<file path="config.mk">
export PLATFORM = sky130hd
export DESIGN_NAME = sha256_message_digest_unit
export DESIGN_NICKNAME = d
export VERILOG_FILES = /design/src/smd_pkg.sv /design/src/smd_ram.sv /design/src/smd_compress.sv /design/src/sha256_message_digest_unit.sv
export VERILOG_INCLUDE_DIRS = /design/src /design/src/src
export SDC_FILE = /design/constraint.sdc
export NUM_CORES = 2
export LEC_CHECK = 0
export BUFFER_PORTS_ARGS = -buffer_cell sky130_fd_sc_hd__buf_2
export CORE_MARGIN = 2
export CORE_UTILIZATION = 58
export DETAILED_ROUTE_END_ITERATION = 8
export PLACE_DENSITY = 0.77
export SLEW_MARGIN = 20
export SYNTH_ARGS = -nofsm -noshare
export SYNTH_HDL_FRONTEND = slang
export SYNTH_SLANG_ARGS = --single-unit
export TNS_END_PERCENT = 50
</file>
<file path="constraint.sdc">
create_clock -name clk -period 19.35 [get_ports clk]
set_input_delay 2.9025 -clock clk [delete_from_list [all_inputs] [get_ports clk]]
set_output_delay 2.9025 -clock clk [all_outputs]
set_load 0.01 [all_outputs]
</file>
<file path="src/sha256_message_digest_unit_defines.svh">
// Assertion macros used by the digest unit top-level RTL file
`ifndef SHA256_MESSAGE_DIGEST_UNIT_DEFINES_SVH
`define SHA256_MESSAGE_DIGEST_UNIT_DEFINES_SVH

// Same-cycle implication, checked on clk, quiet while rst is high
`define SMD_ASSERT_IMP(lbl, ante, cons) \
  lbl: assert property (@(posedge clk) disable iff (rst) (ante) |-> (cons)) \
    else $error("smd: same-cycle check failed");

// Next-cycle implication, checked on clk, quiet while rst is high
`define SMD_ASSERT_NXT(lbl, ante, cons) \
  lbl: assert property (@(posedge clk) disable iff (rst) (ante) |=> (cons)) \
    else $error("smd: next-cycle check failed");

`endif

</file>
<file path="src/smd_pkg.sv">
// Shared types, constant tables and round functions of the SHA-256 unit
`default_nettype none

package smd_pkg;

  typedef logic [31:0] word_t;

  typedef struct packed {
    logic [7:0] message_byte;
    logic       has_byte;
    logic       end_of_message;
  } smd_in_t;

  typedef struct packed {
    logic [31:0] digest_word;
    logic [2:0]  word_index;
    logic        last_word;
  } smd_out_t;

  // Top-level sequencer states
  typedef enum logic [2:0] {
    ST_IDLE,
    ST_PAD,
    ST_COMP,
    ST_DREAD,
    ST_DLOAD
  } smd_state_t;

  // Compression engine states
  typedef enum logic [1:0] {
    CMP_IDLE,
    CMP_LOAD,
    CMP_ROUND,
    CMP_ADD
  } cmp_state_t;

  // Port requests and status of the compression engine
  typedef struct packed {
    logic       busy;
    logic       done;
    logic [2:0] chain_raddr;
    logic       chain_we;
    logic [2:0] chain_waddr;
    word_t      chain_wdata;
    logic [3:0] block_raddr;
  } smd_cmp_port_t;

  localparam int unsigned CHAIN_DEPTH = 8;
  localparam int unsigned BLOCK_WORDS = 16;
  localparam logic [5:0]  FILL_LAST   = 6'd63;
  localparam logic [5:0]  LEN_POS     = 6'd56;
  localparam logic [5:0]  ROUND_LAST  = 6'd63;
  localparam logic [5:0]  SWEEP_LAST  = 6'd8;
  localparam logic [2:0]  WORD_LAST   = 3'd7;
  localparam logic [7:0]  PAD_MARK    = 8'h80;
  localparam logic [63:0] BYTE_BITS   = 64'd8;

  localparam word_t SMD_IV [CHAIN_DEPTH] = '{
    32'h6a09e667, 32'hbb67ae85, 32'h3c6ef372, 32'ha54ff53a,
    32'h510e527f, 32'h9b05688c, 32'h1f83d9ab, 32'h5be0cd19
  };

  localparam word_t SMD_K [64] = '{
    32'h428a2f98, 32'h71374491, 32'hb5c0fbcf, 32'he9b5dba5,
    32'h3956c25b, 32'h59f111f1, 32'h923f82a4, 32'hab1c5ed5,
    32'hd807aa98, 32'h12835b01, 32'h243185be, 32'h550c7dc3,
    32'h72be5d74, 32'h80deb1fe, 32'h9bdc06a7, 32'hc19bf174,
    32'he49b69c1, 32'hefbe4786, 32'h0fc19dc6, 32'h240ca1cc,
    32'h2de92c6f, 32'h4a7484aa, 32'h5cb0a9dc, 32'h76f988da,
    32'h983e5152, 32'ha831c66d, 32'hb00327c8, 32'hbf597fc7,
    32'hc6e00bf3, 32'hd5a79147, 32'h06ca6351, 32'h14292967,
    32'h27b70a85, 32'h2e1b2138, 32'h4d2c6dfc, 32'h53380d13,
    32'h650a7354, 32'h766a0abb, 32'h81c2c92e, 32'h92722c85,
    32'ha2bfe8a1, 32'ha81a664b, 32'hc24b8b70, 32'hc76c51a3,
    32'hd192e819, 32'hd6990624, 32'hf40e3585, 32'h106aa070,
    32'h19a4c116, 32'h1e376c08, 32'h2748774c, 32'h34b0bcb5,
    32'h391c0cb3, 32'h4ed8aa4a, 32'h5b9cca4f, 32'h682e6ff3,
    32'h748f82ee, 32'h78a5636f, 32'h84c87814, 32'h8cc70208,
    32'h90befffa, 32'ha4506ceb, 32'hbef9a3f7, 32'hc67178f2
  };

  function automatic word_t rotr(word_t x, int unsigned n);
    return (x >> n) | (x << (32 - n));
  endfunction

  function automatic word_t big_sig0(word_t x);
    return rotr(x, 2) ^ rotr(x, 13) ^ rotr(x, 22);
  endfunction

  function automatic word_t big_sig1(word_t x);
    return rotr(x, 6) ^ rotr(x, 11) ^ rotr(x, 25);
  endfunction

  function automatic word_t small_sig0(word_t x);
    return rotr(x, 7) ^ rotr(x, 18) ^ (x >> 3);
  endfunction

  function automatic word_t small_sig1(word_t x);
    return rotr(x, 17) ^ rotr(x, 19) ^ (x >> 10);
  endfunction

endpackage

`default_nettype wire

</file>
<file path="src/smd_ram.sv">
// Generic single-write, single-read RAM with registered read data
`default_nettype none

module smd_ram #(
  parameter int unsigned WIDTH = 32,
  parameter int unsigned DEPTH = 16
) (
  input  logic                     clk,
  input  logic                     we,
  input  logic [$clog2(DEPTH)-1:0] waddr,
  input  logic [WIDTH-1:0]         wdata,
  input  logic [$clog2(DEPTH)-1:0] raddr,
  output logic [WIDTH-1:0]         rdata
);

  logic [WIDTH-1:0] mem [DEPTH];

  // Write one entry, read one entry into the registered read data
  always_ff @(posedge clk) begin
    if (we) begin
      mem[waddr] <= wdata;
    end
    rdata <= mem[raddr];
  end

endmodule

`default_nettype wire

</file>
<file path="src/smd_compress.sv">
// SHA-256 compression engine: chain load, 64 rounds, chain add-back
`default_nettype none

module smd_compress (
  input  logic                  clk,
  input  logic                  rst,
  input  logic                  start,
  input  smd_pkg::word_t        chain_rdata,
  input  smd_pkg::word_t        block_rdata,
  output smd_pkg::smd_cmp_port_t port
);

  import smd_pkg::*;

  cmp_state_t state, state_next;
  logic [5:0] cnt, cnt_next;
  word_t      v [8];
  word_t      sched [BLOCK_WORDS];
  word_t      w_t;
  word_t      t1;
  word_t      t2;

  // Schedule word and round sums
  always_comb begin
    if (cnt[5:4] == 2'b00) begin
      w_t = block_rdata;
    end else begin
      w_t = sched[0] + small_sig0(sched[1]) + sched[9] + small_sig1(sched[14]);
    end
    t1 = v[7] + big_sig1(v[4]) + ((v[4] & v[5]) ^ (~v[4] & v[6])) + SMD_K[cnt] + w_t;
    t2 = big_sig0(v[0]) + ((v[0] & v[1]) ^ (v[0] & v[2]) ^ (v[1] & v[2]));
  end

  // Sequence the sweeps and drive the memory ports
  always_comb begin
    state_next       = state;
    cnt_next         = cnt;
    port             = '0;
    port.busy        = (state != CMP_IDLE);
    port.chain_raddr = cnt[2:0];
    port.chain_waddr = cnt[2:0] - 3'd1;
    port.chain_wdata = chain_rdata + v[0];
    port.block_raddr = cnt[3:0] + 4'd1;
    case (state)
      CMP_IDLE: begin
        if (start) begin
          state_next = CMP_LOAD;
          cnt_next   = '0;
        end
      end
      CMP_LOAD: begin
        port.block_raddr = '0;
        if (cnt == SWEEP_LAST) begin
          state_next = CMP_ROUND;
          cnt_next   = '0;
        end else begin
          cnt_next = cnt + 6'd1;
        end
      end
      CMP_ROUND: begin
        if (cnt == ROUND_LAST) begin
          state_next = CMP_ADD;
          cnt_next   = '0;
        end else begin
          cnt_next = cnt + 6'd1;
        end
      end
      CMP_ADD: begin
        port.chain_we = (cnt != 6'd0);
        if (cnt == SWEEP_LAST) begin
          port.done  = 1'b1;
          state_next = CMP_IDLE;
          cnt_next   = '0;
        end else begin
          cnt_next = cnt + 6'd1;
        end
      end
      default: begin
        state_next = CMP_IDLE;
      end
    endcase
  end

  always_ff @(posedge clk) begin
    if (rst) begin
      state <= CMP_IDLE;
      cnt   <= '0;
    end else begin
      state <= state_next;
      cnt   <= cnt_next;
    end
  end

  // Working variables and message schedule window
  always_ff @(posedge clk) begin
    if ((state == CMP_LOAD || state == CMP_ADD) && cnt != 6'd0) begin
      for (int i = 0; i < 7; i++) begin
        v[i] <= v[i+1];
      end
      v[7] <= chain_rdata;
    end else if (state == CMP_ROUND) begin
      v[7] <= v[6];
      v[6] <= v[5];
      v[5] <= v[4];
      v[4] <= v[3] + t1;
      v[3] <= v[2];
      v[2] <= v[1];
      v[1] <= v[0];
      v[0] <= t1 + t2;
      for (int i = 0; i < BLOCK_WORDS - 1; i++) begin
        sched[i] <= sched[i+1];
      end
      sched[BLOCK_WORDS-1] <= w_t;
    end
  end

endmodule

`default_nettype wire

</file>
<file path="src/sha256_message_digest_unit.sv">
// SHA-256 over a byte stream: byte packing, padding, digest readout
//
// Input channel msg (valid/ready): one word carries at most one message
// byte; end_of_message closes the message, and a word with no byte and no
// end is dropped. Output channel dig (valid/ready): eight digest words,
// h0 first, the eighth marked last_word.
// Bytes are taken one per cycle while the sequencer is idle. Every 64th
// byte holds the input while the block is compressed (chain load from
// the chain RAM, 64 rounds one per cycle, add-back). After the closing
// word the padding bytes go through the same packer, one per cycle (up
// to 72 bytes, with one or two compressions); each digest word then
// takes one chain RAM read and one load into the output register. The
// next message is accepted as soon as the eighth digest word sits in
// the output register.
// Reset clears the sequencer, counters and chain valid bits, so the chain
// reads as the initial hash value; no clearing sweep is needed. A stalled
// receiver holds the current digest word and the readout waits for it.
`default_nettype none

`include "sha256_message_digest_unit_defines.svh"

module sha256_message_digest_unit (
  input  logic              clk,
  input  logic              rst,
  input  logic              msg_valid,
  output logic              msg_ready,
  input  smd_pkg::smd_in_t  msg,
  output logic              dig_valid,
  input  logic              dig_ready,
  output smd_pkg::smd_out_t dig
);

  import smd_pkg::*;

  smd_state_t    state, state_next;
  smd_state_t    after_comp;
  smd_cmp_port_t cmp;
  logic          cmp_start;
  logic          msg_accept;
  logic          dig_free;
  logic [5:0]    fill;
  logic [63:0]   bit_length;
  logic [23:0]   acc;
  logic          mark_done;
  logic          len_ok;
  logic [2:0]    dig_idx;
  logic          push;
  logic [7:0]    push_byte;
  logic [7:0]    pad_byte;
  logic [CHAIN_DEPTH-1:0] chain_valid;
  logic [2:0]    chain_raddr;
  logic [2:0]    chain_raddr_q;
  logic          chain_rvalid_q;
  word_t         chain_rdata;
  word_t         chain_word;
  word_t         block_rdata;
  logic          block_we;

  assign msg_ready  = (state == ST_IDLE);
  assign msg_accept = msg_valid && msg_ready;
  assign dig_free   = !dig_valid || dig_ready;

  // Padding byte: marker first, zeros, then big-endian length in the last block
  always_comb begin
    if (!mark_done) begin
      pad_byte = PAD_MARK;
    end else if (len_ok && fill[5:3] == LEN_POS[5:3]) begin
      pad_byte = bit_length[{~fill[2:0], 3'b000} +: 8];
    end else begin
      pad_byte = 8'h00;
    end
  end

  // Sequencer: next state, byte push and compression start
  always_comb begin
    state_next = state;
    cmp_start  = 1'b0;
    push       = 1'b0;
    push_byte  = msg.message_byte;
    case (state)
      ST_IDLE: begin
        if (msg_accept) begin
          push = msg.has_byte;
          if (msg.has_byte && fill == FILL_LAST) begin
            cmp_start  = 1'b1;
            state_next = ST_COMP;
          end else if (msg.end_of_message) begin
            state_next = ST_PAD;
          end
        end
      end
      ST_PAD: begin
        push      = 1'b1;
        push_byte = pad_byte;
        if (fill == FILL_LAST) begin
          cmp_start  = 1'b1;
          state_next = ST_COMP;
        end
      end
      ST_COMP: begin
        if (cmp.done) begin
          state_next = after_comp;
        end
      end
      ST_DREAD: begin
        if (dig_free) begin
          state_next = ST_DLOAD;
        end
      end
      ST_DLOAD: begin
        state_next = (dig_idx == WORD_LAST) ? ST_IDLE : ST_DREAD;
      end
      default: begin
        state_next = ST_IDLE;
      end
    endcase
  end

  // Control registers
  always_ff @(posedge clk) begin
    if (rst) begin
      state       <= ST_IDLE;
      after_comp  <= ST_IDLE;
      fill        <= '0;
      bit_length  <= '0;
      mark_done   <= 1'b0;
      len_ok      <= 1'b0;
      dig_idx     <= '0;
      chain_valid <= '0;
      dig_valid   <= 1'b0;
    end else begin
      state <= state_next;
      if (push) begin
        fill <= fill + 6'd1;
      end
      if (state == ST_IDLE && msg_accept) begin
        if (msg.has_byte) begin
          bit_length <= bit_length + BYTE_BITS;
        end
        mark_done  <= 1'b0;
        len_ok     <= 1'b0;
        after_comp <= msg.end_of_message ? ST_PAD : ST_IDLE;
      end
      if (state == ST_PAD) begin
        mark_done <= 1'b1;
        if (!mark_done && fill < LEN_POS) begin
          len_ok <= 1'b1;
        end
        if (fill == FILL_LAST) begin
          after_comp <= len_ok ? ST_DREAD : ST_PAD;
          len_ok     <= 1'b1;
          dig_idx    <= '0;
        end
      end
      if (cmp.chain_we) begin
        chain_valid[cmp.chain_waddr] <= 1'b1;
      end
      // Return to the initial hash once the last digest word is loaded
      if (state == ST_DLOAD) begin
        dig_idx <= dig_idx + 3'd1;
        if (dig_idx == WORD_LAST) begin
          bit_length  <= '0;
          chain_valid <= '0;
        end
      end
      if (state == ST_DLOAD) begin
        dig_valid <= 1'b1;
      end else if (dig_ready) begin
        dig_valid <= 1'b0;
      end
    end
  end

  // Payload registers: byte packer and digest output word
  always_ff @(posedge clk) begin
    if (push) begin
      acc <= {acc[15:0], push_byte};
    end
    chain_raddr_q  <= chain_raddr;
    chain_rvalid_q <= chain_valid[chain_raddr];
    if (state == ST_DLOAD) begin
      dig <= '{digest_word: chain_word,
               word_index:  dig_idx,
               last_word:   (dig_idx == WORD_LAST)};
    end
  end

  // Write a block word on every fourth byte
  assign block_we    = push && (fill[1:0] == 2'b11);
  assign chain_raddr = (state == ST_COMP) ? cmp.chain_raddr : dig_idx;
  assign chain_word  = chain_rvalid_q ? chain_rdata : SMD_IV[chain_raddr_q];

  smd_ram #(
    .WIDTH (32),
    .DEPTH (BLOCK_WORDS)
  ) u_block_ram (
    .clk   (clk),
    .we    (block_we),
    .waddr (fill[5:2]),
    .wdata ({acc, push_byte}),
    .raddr (cmp.block_raddr),
    .rdata (block_rdata)
  );

  smd_ram #(
    .WIDTH (32),
    .DEPTH (CHAIN_DEPTH)
  ) u_chain_ram (
    .clk   (clk),
    .we    (cmp.chain_we),
    .waddr (cmp.chain_waddr),
    .wdata (cmp.chain_wdata),
    .raddr (chain_raddr),
    .rdata (chain_rdata)
  );

  smd_compress u_compress (
    .clk         (clk),
    .rst         (rst),
    .start       (cmp_start),
    .chain_rdata (chain_word),
    .block_rdata (block_rdata),
    .port        (cmp)
  );

  // Checks on sequencing between packer, engine and readout
  `SMD_ASSERT_IMP(a_ready_engine_idle, msg_ready, !cmp.busy)
  `SMD_ASSERT_IMP(a_chain_write_in_comp, cmp.chain_we, state == ST_COMP)
  `SMD_ASSERT_NXT(a_start_busy, cmp_start, cmp.busy)
  `SMD_ASSERT_IMP(a_load_slot_free, state == ST_DLOAD, !dig_valid)
  `SMD_ASSERT_IMP(a_last_index, dig_valid && dig.last_word, dig.word_index == WORD_LAST)

endmodule

`default_nettype wire

</file>
==> flow_results.org <==
** Logic synthesis
- Portion of the post-synthesis area used by sequential elements :: 61.8%
- After synthesis, the share of flip-flops with an asynchronous set or reset is 0%.
- Synth Area in Compound Gates :: 8.42%
- Counting flops and latches in the post-synthesis netlist gives 1759.
- In this run, synthesis inferred 1596 flip-flops with an integrated enable.
- The netlist uses 94 different library cells.
- Summing the areas of all and, or, nand and nor instances in the mapped netlist gives 7.94% of the synthesized area.
- The mapped netlist covers 82900 um^2.
- Total nets after synthesis :: 6734
- After synthesis, the share of cell area in mux cells is 6.67%.
- Adder-cell share of the synthesized area :: 7.67%
- Leading register cell type out of synthesis :: sky130_fd_sc_hd__edfxtp_1
- Synthesis produced 6339 cells.
- XOR/XNOR share of the synthesized area :: 4.66%
- Post-Syn Area per Cell :: 13.1 um^2
- By area, the combinational part of the netlist is dominated by compound AO/OA/AOI/OAI gates.
- Number of warnings issued by yosys :: 0

** Clocking
- CTS clk-pin slew, worst paths :: 0.07 ns
- CTS built an H-tree with a depth of 4.
- Latest clock arrival within the worst-skew pair :: 0.83 ns
- Clock tree buffer depth :: 3
- The tree is rooted in a sky130_fd_sc_hd__clkbuf_16.
- Clock tree synthesis found a total of 1759 sinks.
- Buffers added to address setup during post-CTS repair amount to 0.
- The number of clock buffers added by TritonCTS is 176.
- TritonCTS built the clock tree.
- Resized cells post-CTS :: 0
- For this design, the CTS-stage hold fixing added 0 buffers.

** Detailed routing
- For this block, the routed nets add up to 221000 um of wire.
- After detailed routing, the number of vias per cell comes to 6.19.
- Avg WL per Cell :: 26.5 um
- The routed layout has 51.7k vias.
- Initial drt markers :: 5806
- Number of nets still failing antenna checks after routing :: 0
- DRC Markers :: 0
- The first TritonRoute pass finished after 6 iterations.

** Place
- The HPWL after detailed placement is 147000 um.
- Weighted congestion at the end of routability-driven global placement :: 1.01
- Buffers placed on the I/O ports in this run total 51.
- Before CTS, the worst setup slack after placement is 8.63 ns.

** Global route
- Total congestion overflow :: 0
- Via count of the first global-routing pass :: 50.4k
- Initial antenna violation count :: 12
- Entering global routing, the biggest net connects 204 pins.
- Global-route wire length before repair :: 327000 um
- For this run, the total global-route usage over all layers was measured as 30.3%.

** STA
- Number of setup violations in the final report :: 0
- For the pin with the worst max-slew slack, the measured transition is 1.39 ns.
- Worst slack on hold paths :: 0.410 ns
- Final critical delay including setup and external delays :: 10.83 ns
- The final critical path takes up 55.9% of the cycle.
- Worst Clk Skew :: 0.0530 ns
- Rel. slew slack :: 6.48%
- Setup slack closes at 8.52 ns.
- Setup repair after global routing left no endpoint under its margin.
- Count of final hold-check violations :: 0
- Max Clk Rate :: 0.0924 GHz
- Summed over all failing endpoints, the final setup total negative slack is 0 ns.
- Fin. max-slew vios :: 0

** Flow run
- Number of maximum-capacitance constraint violations :: 0

** Power
- In this run the power density over the cells is 141 nW/um^2.
- The worst-case IR drop observed on VDD is 0.182 mV.
- In this run the static leakage power is 31.9 nW.

** Setup path
- Most prevalent standard cell on the critical path :: sky130_fd_sc_hd__inv_1
- Max stage delay on crit path :: 0.87 ns
- CP Launch Type :: register
- By startpoint and endpoint, the worst setup path is classified as reg -> reg.
- Data arrival time of the critical path :: 11.35 ns
- STA classifies the critical path endpoint as a register.
- Endpoint required time on the critical path :: 19.88 ns
- Along the worst path, the maximum fanout reaches 55.
- Among all stages on the critical path, the largest delay is contributed by sky130_fd_sc_hd__ha_4.

** Worst hold path
- The min-delay analysis places its worst path in the category reg -> reg.

** Die
- Starting utilization of the core area :: 58.5%
- Die outline height :: 382 um
- The floorplan step set the die width to 382 um.
- Die outline area :: 146000 um^2
- Rows :: 138
- I/O pin cnt :: 52
- The region available for standard cell placement spans 142000 um^2.

** Run status
- The flow ran to the end, and the final reports show no timing, DRC or antenna violations.

** Finish
- Area added between synthesis and finish :: 10.1%
- Antenna diodes :: 0
- At the end of the flow, the number of nets in the layout was 6720.
- The post-route netlist has 13.4% of its cells at a drive strength greater than 1.
-- worst max-delay path, delay by kind of cell, from the launching register on --
| kind | cells | cell delay, ns |
|---|---|---|
| flip-flops | 1 | 0.76 |
| XOR/XNOR | 3 | 0.56 |
| adder cells (fa/ha/maj) | 8 | 3.89 |
| buffers and inverters | 7 | 1.03 |
| AO/OA/AOI/OAI | 13 | 2.74 |
| AND/OR/NAND/NOR | 8 | 1.51 |
-- placed cells by master, fill, tap and decap left out, types with 51 or more instances in the layout --
master / count
sky130_fd_sc_hd__a21o_1: 86
sky130_fd_sc_hd__a21oi_1: 341
sky130_fd_sc_hd__a31oi_1: 58
sky130_fd_sc_hd__buf_2: 51
sky130_fd_sc_hd__buf_4: 90
sky130_fd_sc_hd__clkbuf_16: 181
sky130_fd_sc_hd__dfxtp_1: 156
sky130_fd_sc_hd__edfxtp_1: 1596
sky130_fd_sc_hd__fa_1: 188
sky130_fd_sc_hd__ha_1: 189
sky130_fd_sc_hd__inv_1: 290
sky130_fd_sc_hd__mux2_2: 341
sky130_fd_sc_hd__mux2i_1: 116
sky130_fd_sc_hd__nand2_1: 650
sky130_fd_sc_hd__nand3_1: 274
sky130_fd_sc_hd__nor2_1: 297
sky130_fd_sc_hd__o21ai_0: 321
sky130_fd_sc_hd__xnor2_1: 305
sky130_fd_sc_hd__xor2_1: 134
-- logic make-up (layout without fill, tap and decap cells) --
family | count (synthesis) | count (layout)
flip-flops | 1759 | 1759
XOR/XNOR | 440 | 440
AO/OA/AOI/OAI | 1133 | 1133
multiplexers | 482 | 482
adder cells (fa/ha/maj) | 399 | 399
AND/OR/NAND/NOR | 1491 | 1491
buffers and inverters | 635 | 769
-- power breakdown --
group	leakage (nW)	internal (mW)	total, mW	switching (mW)
Clock	2.92	2.03	3.50	1.48
Sequential	15.7	4.33	4.51	0.177
Combinational	13.3	1.94	4.83	2.90
Total	31.9	8.29	12.8	4.55
-- through the flow --
| step | instance area, um^2 | instances | total power [mW] | utilization, % |
|---|---|---|---|---|
| 2_1_floorplan | 82900 | 6339 | 8.08 | - |
| 3_3_place_gp | 85300 | 8037 | 9.25 | 60.2 |
| 3_5_place_dp | 85300 | 8037 | 9.31 | 60.2 |
| 4_1_cts | 91300 | 8363 | 12.8 | 64.4 |
| 5_1_grt | 91300 | 8363 | 13.5 | 64.4 |
| 6_report | 91300 | 8363 | 12.8 | 64.4 |
-- area by class of cell --
class | count | area [um^2]
clock buffer | 222 | 4770
multi-input combinational | 3945 | 29600
fill | 10100 | 50500
timing repair buffer | 146 | 1030
tap | 1890 | 2360
sequential | 1759 | 51200
clock inverter | 104 | 1210
inverter | 297 | 1120
-- path summary, 6_finish.rpt --
kind	from	endpoint	slack [ns]	depth (start not counted)
setup / recovery	u_compress.cnt[0]	u_compress.v[0][31]	8.52	39
hold / removal	u_compress.sched[12][5]	u_compress.sched[11][5]	0.41	0
setup reg to reg	u_compress.cnt[0]	u_compress.v[0][31]	8.52	39
hold reg to reg	u_compress.sched[12][5]	u_compress.sched[11][5]	0.41	0
-- cells in the mapped netlist, drive strengths merged, types with 59 or more instances --
cell / number / area share [%]
nand2: 651 / 3.0
edfxtp: 1596 / 58
o21ai: 346 / 2.1
mux2i: 119 / 1.4
nand3: 275 / 1.7
dfxtp: 163 / 3.9
a31oi: 59 / 0.46
ha: 193 / 2.9
mux2: 341 / 4.6
inv: 295 / 1.3
a21o: 89 / 0.82
clkbuf: 287 / 1.3
xor2: 135 / 1.4
nor2: 322 / 1.5
fa: 188 / 4.5
a21oi: 341 / 2.1
xnor2: 305 / 3.2
-- per-layer routing --
layer | vias to the layer above | GRT usage [%] | routed length, um
met1 | 25900 | 42.9 | 91500
met4 | 18 | 11.1 | 8440
met2 | 2344 | 47.0 | 102000
met5 | - | 0 | 136
met3 | 428 | 5.65 | 18700
li1 | 23000 | - | -
-- sequential cells by signal, summed over array words and instances, names as in the netlist --
register,count
fill,6
u_block_ram.mem,512
state,3
u_compress.cnt,6
u_chain_ram.mem,256
len_ok,1
dig_valid,1
u_block_ram.rdata,32
u_compress.v,256
u_compress.state,2
acc,24
dig,36
dig_idx,3
u_chain_ram.rdata,32
chain_rvalid_q,1
chain_raddr_q,3
after_comp,3
u_compress.sched,512
mark_done,1
bit_length,61
chain_valid,8
Power figures use the tool's default switching activity.
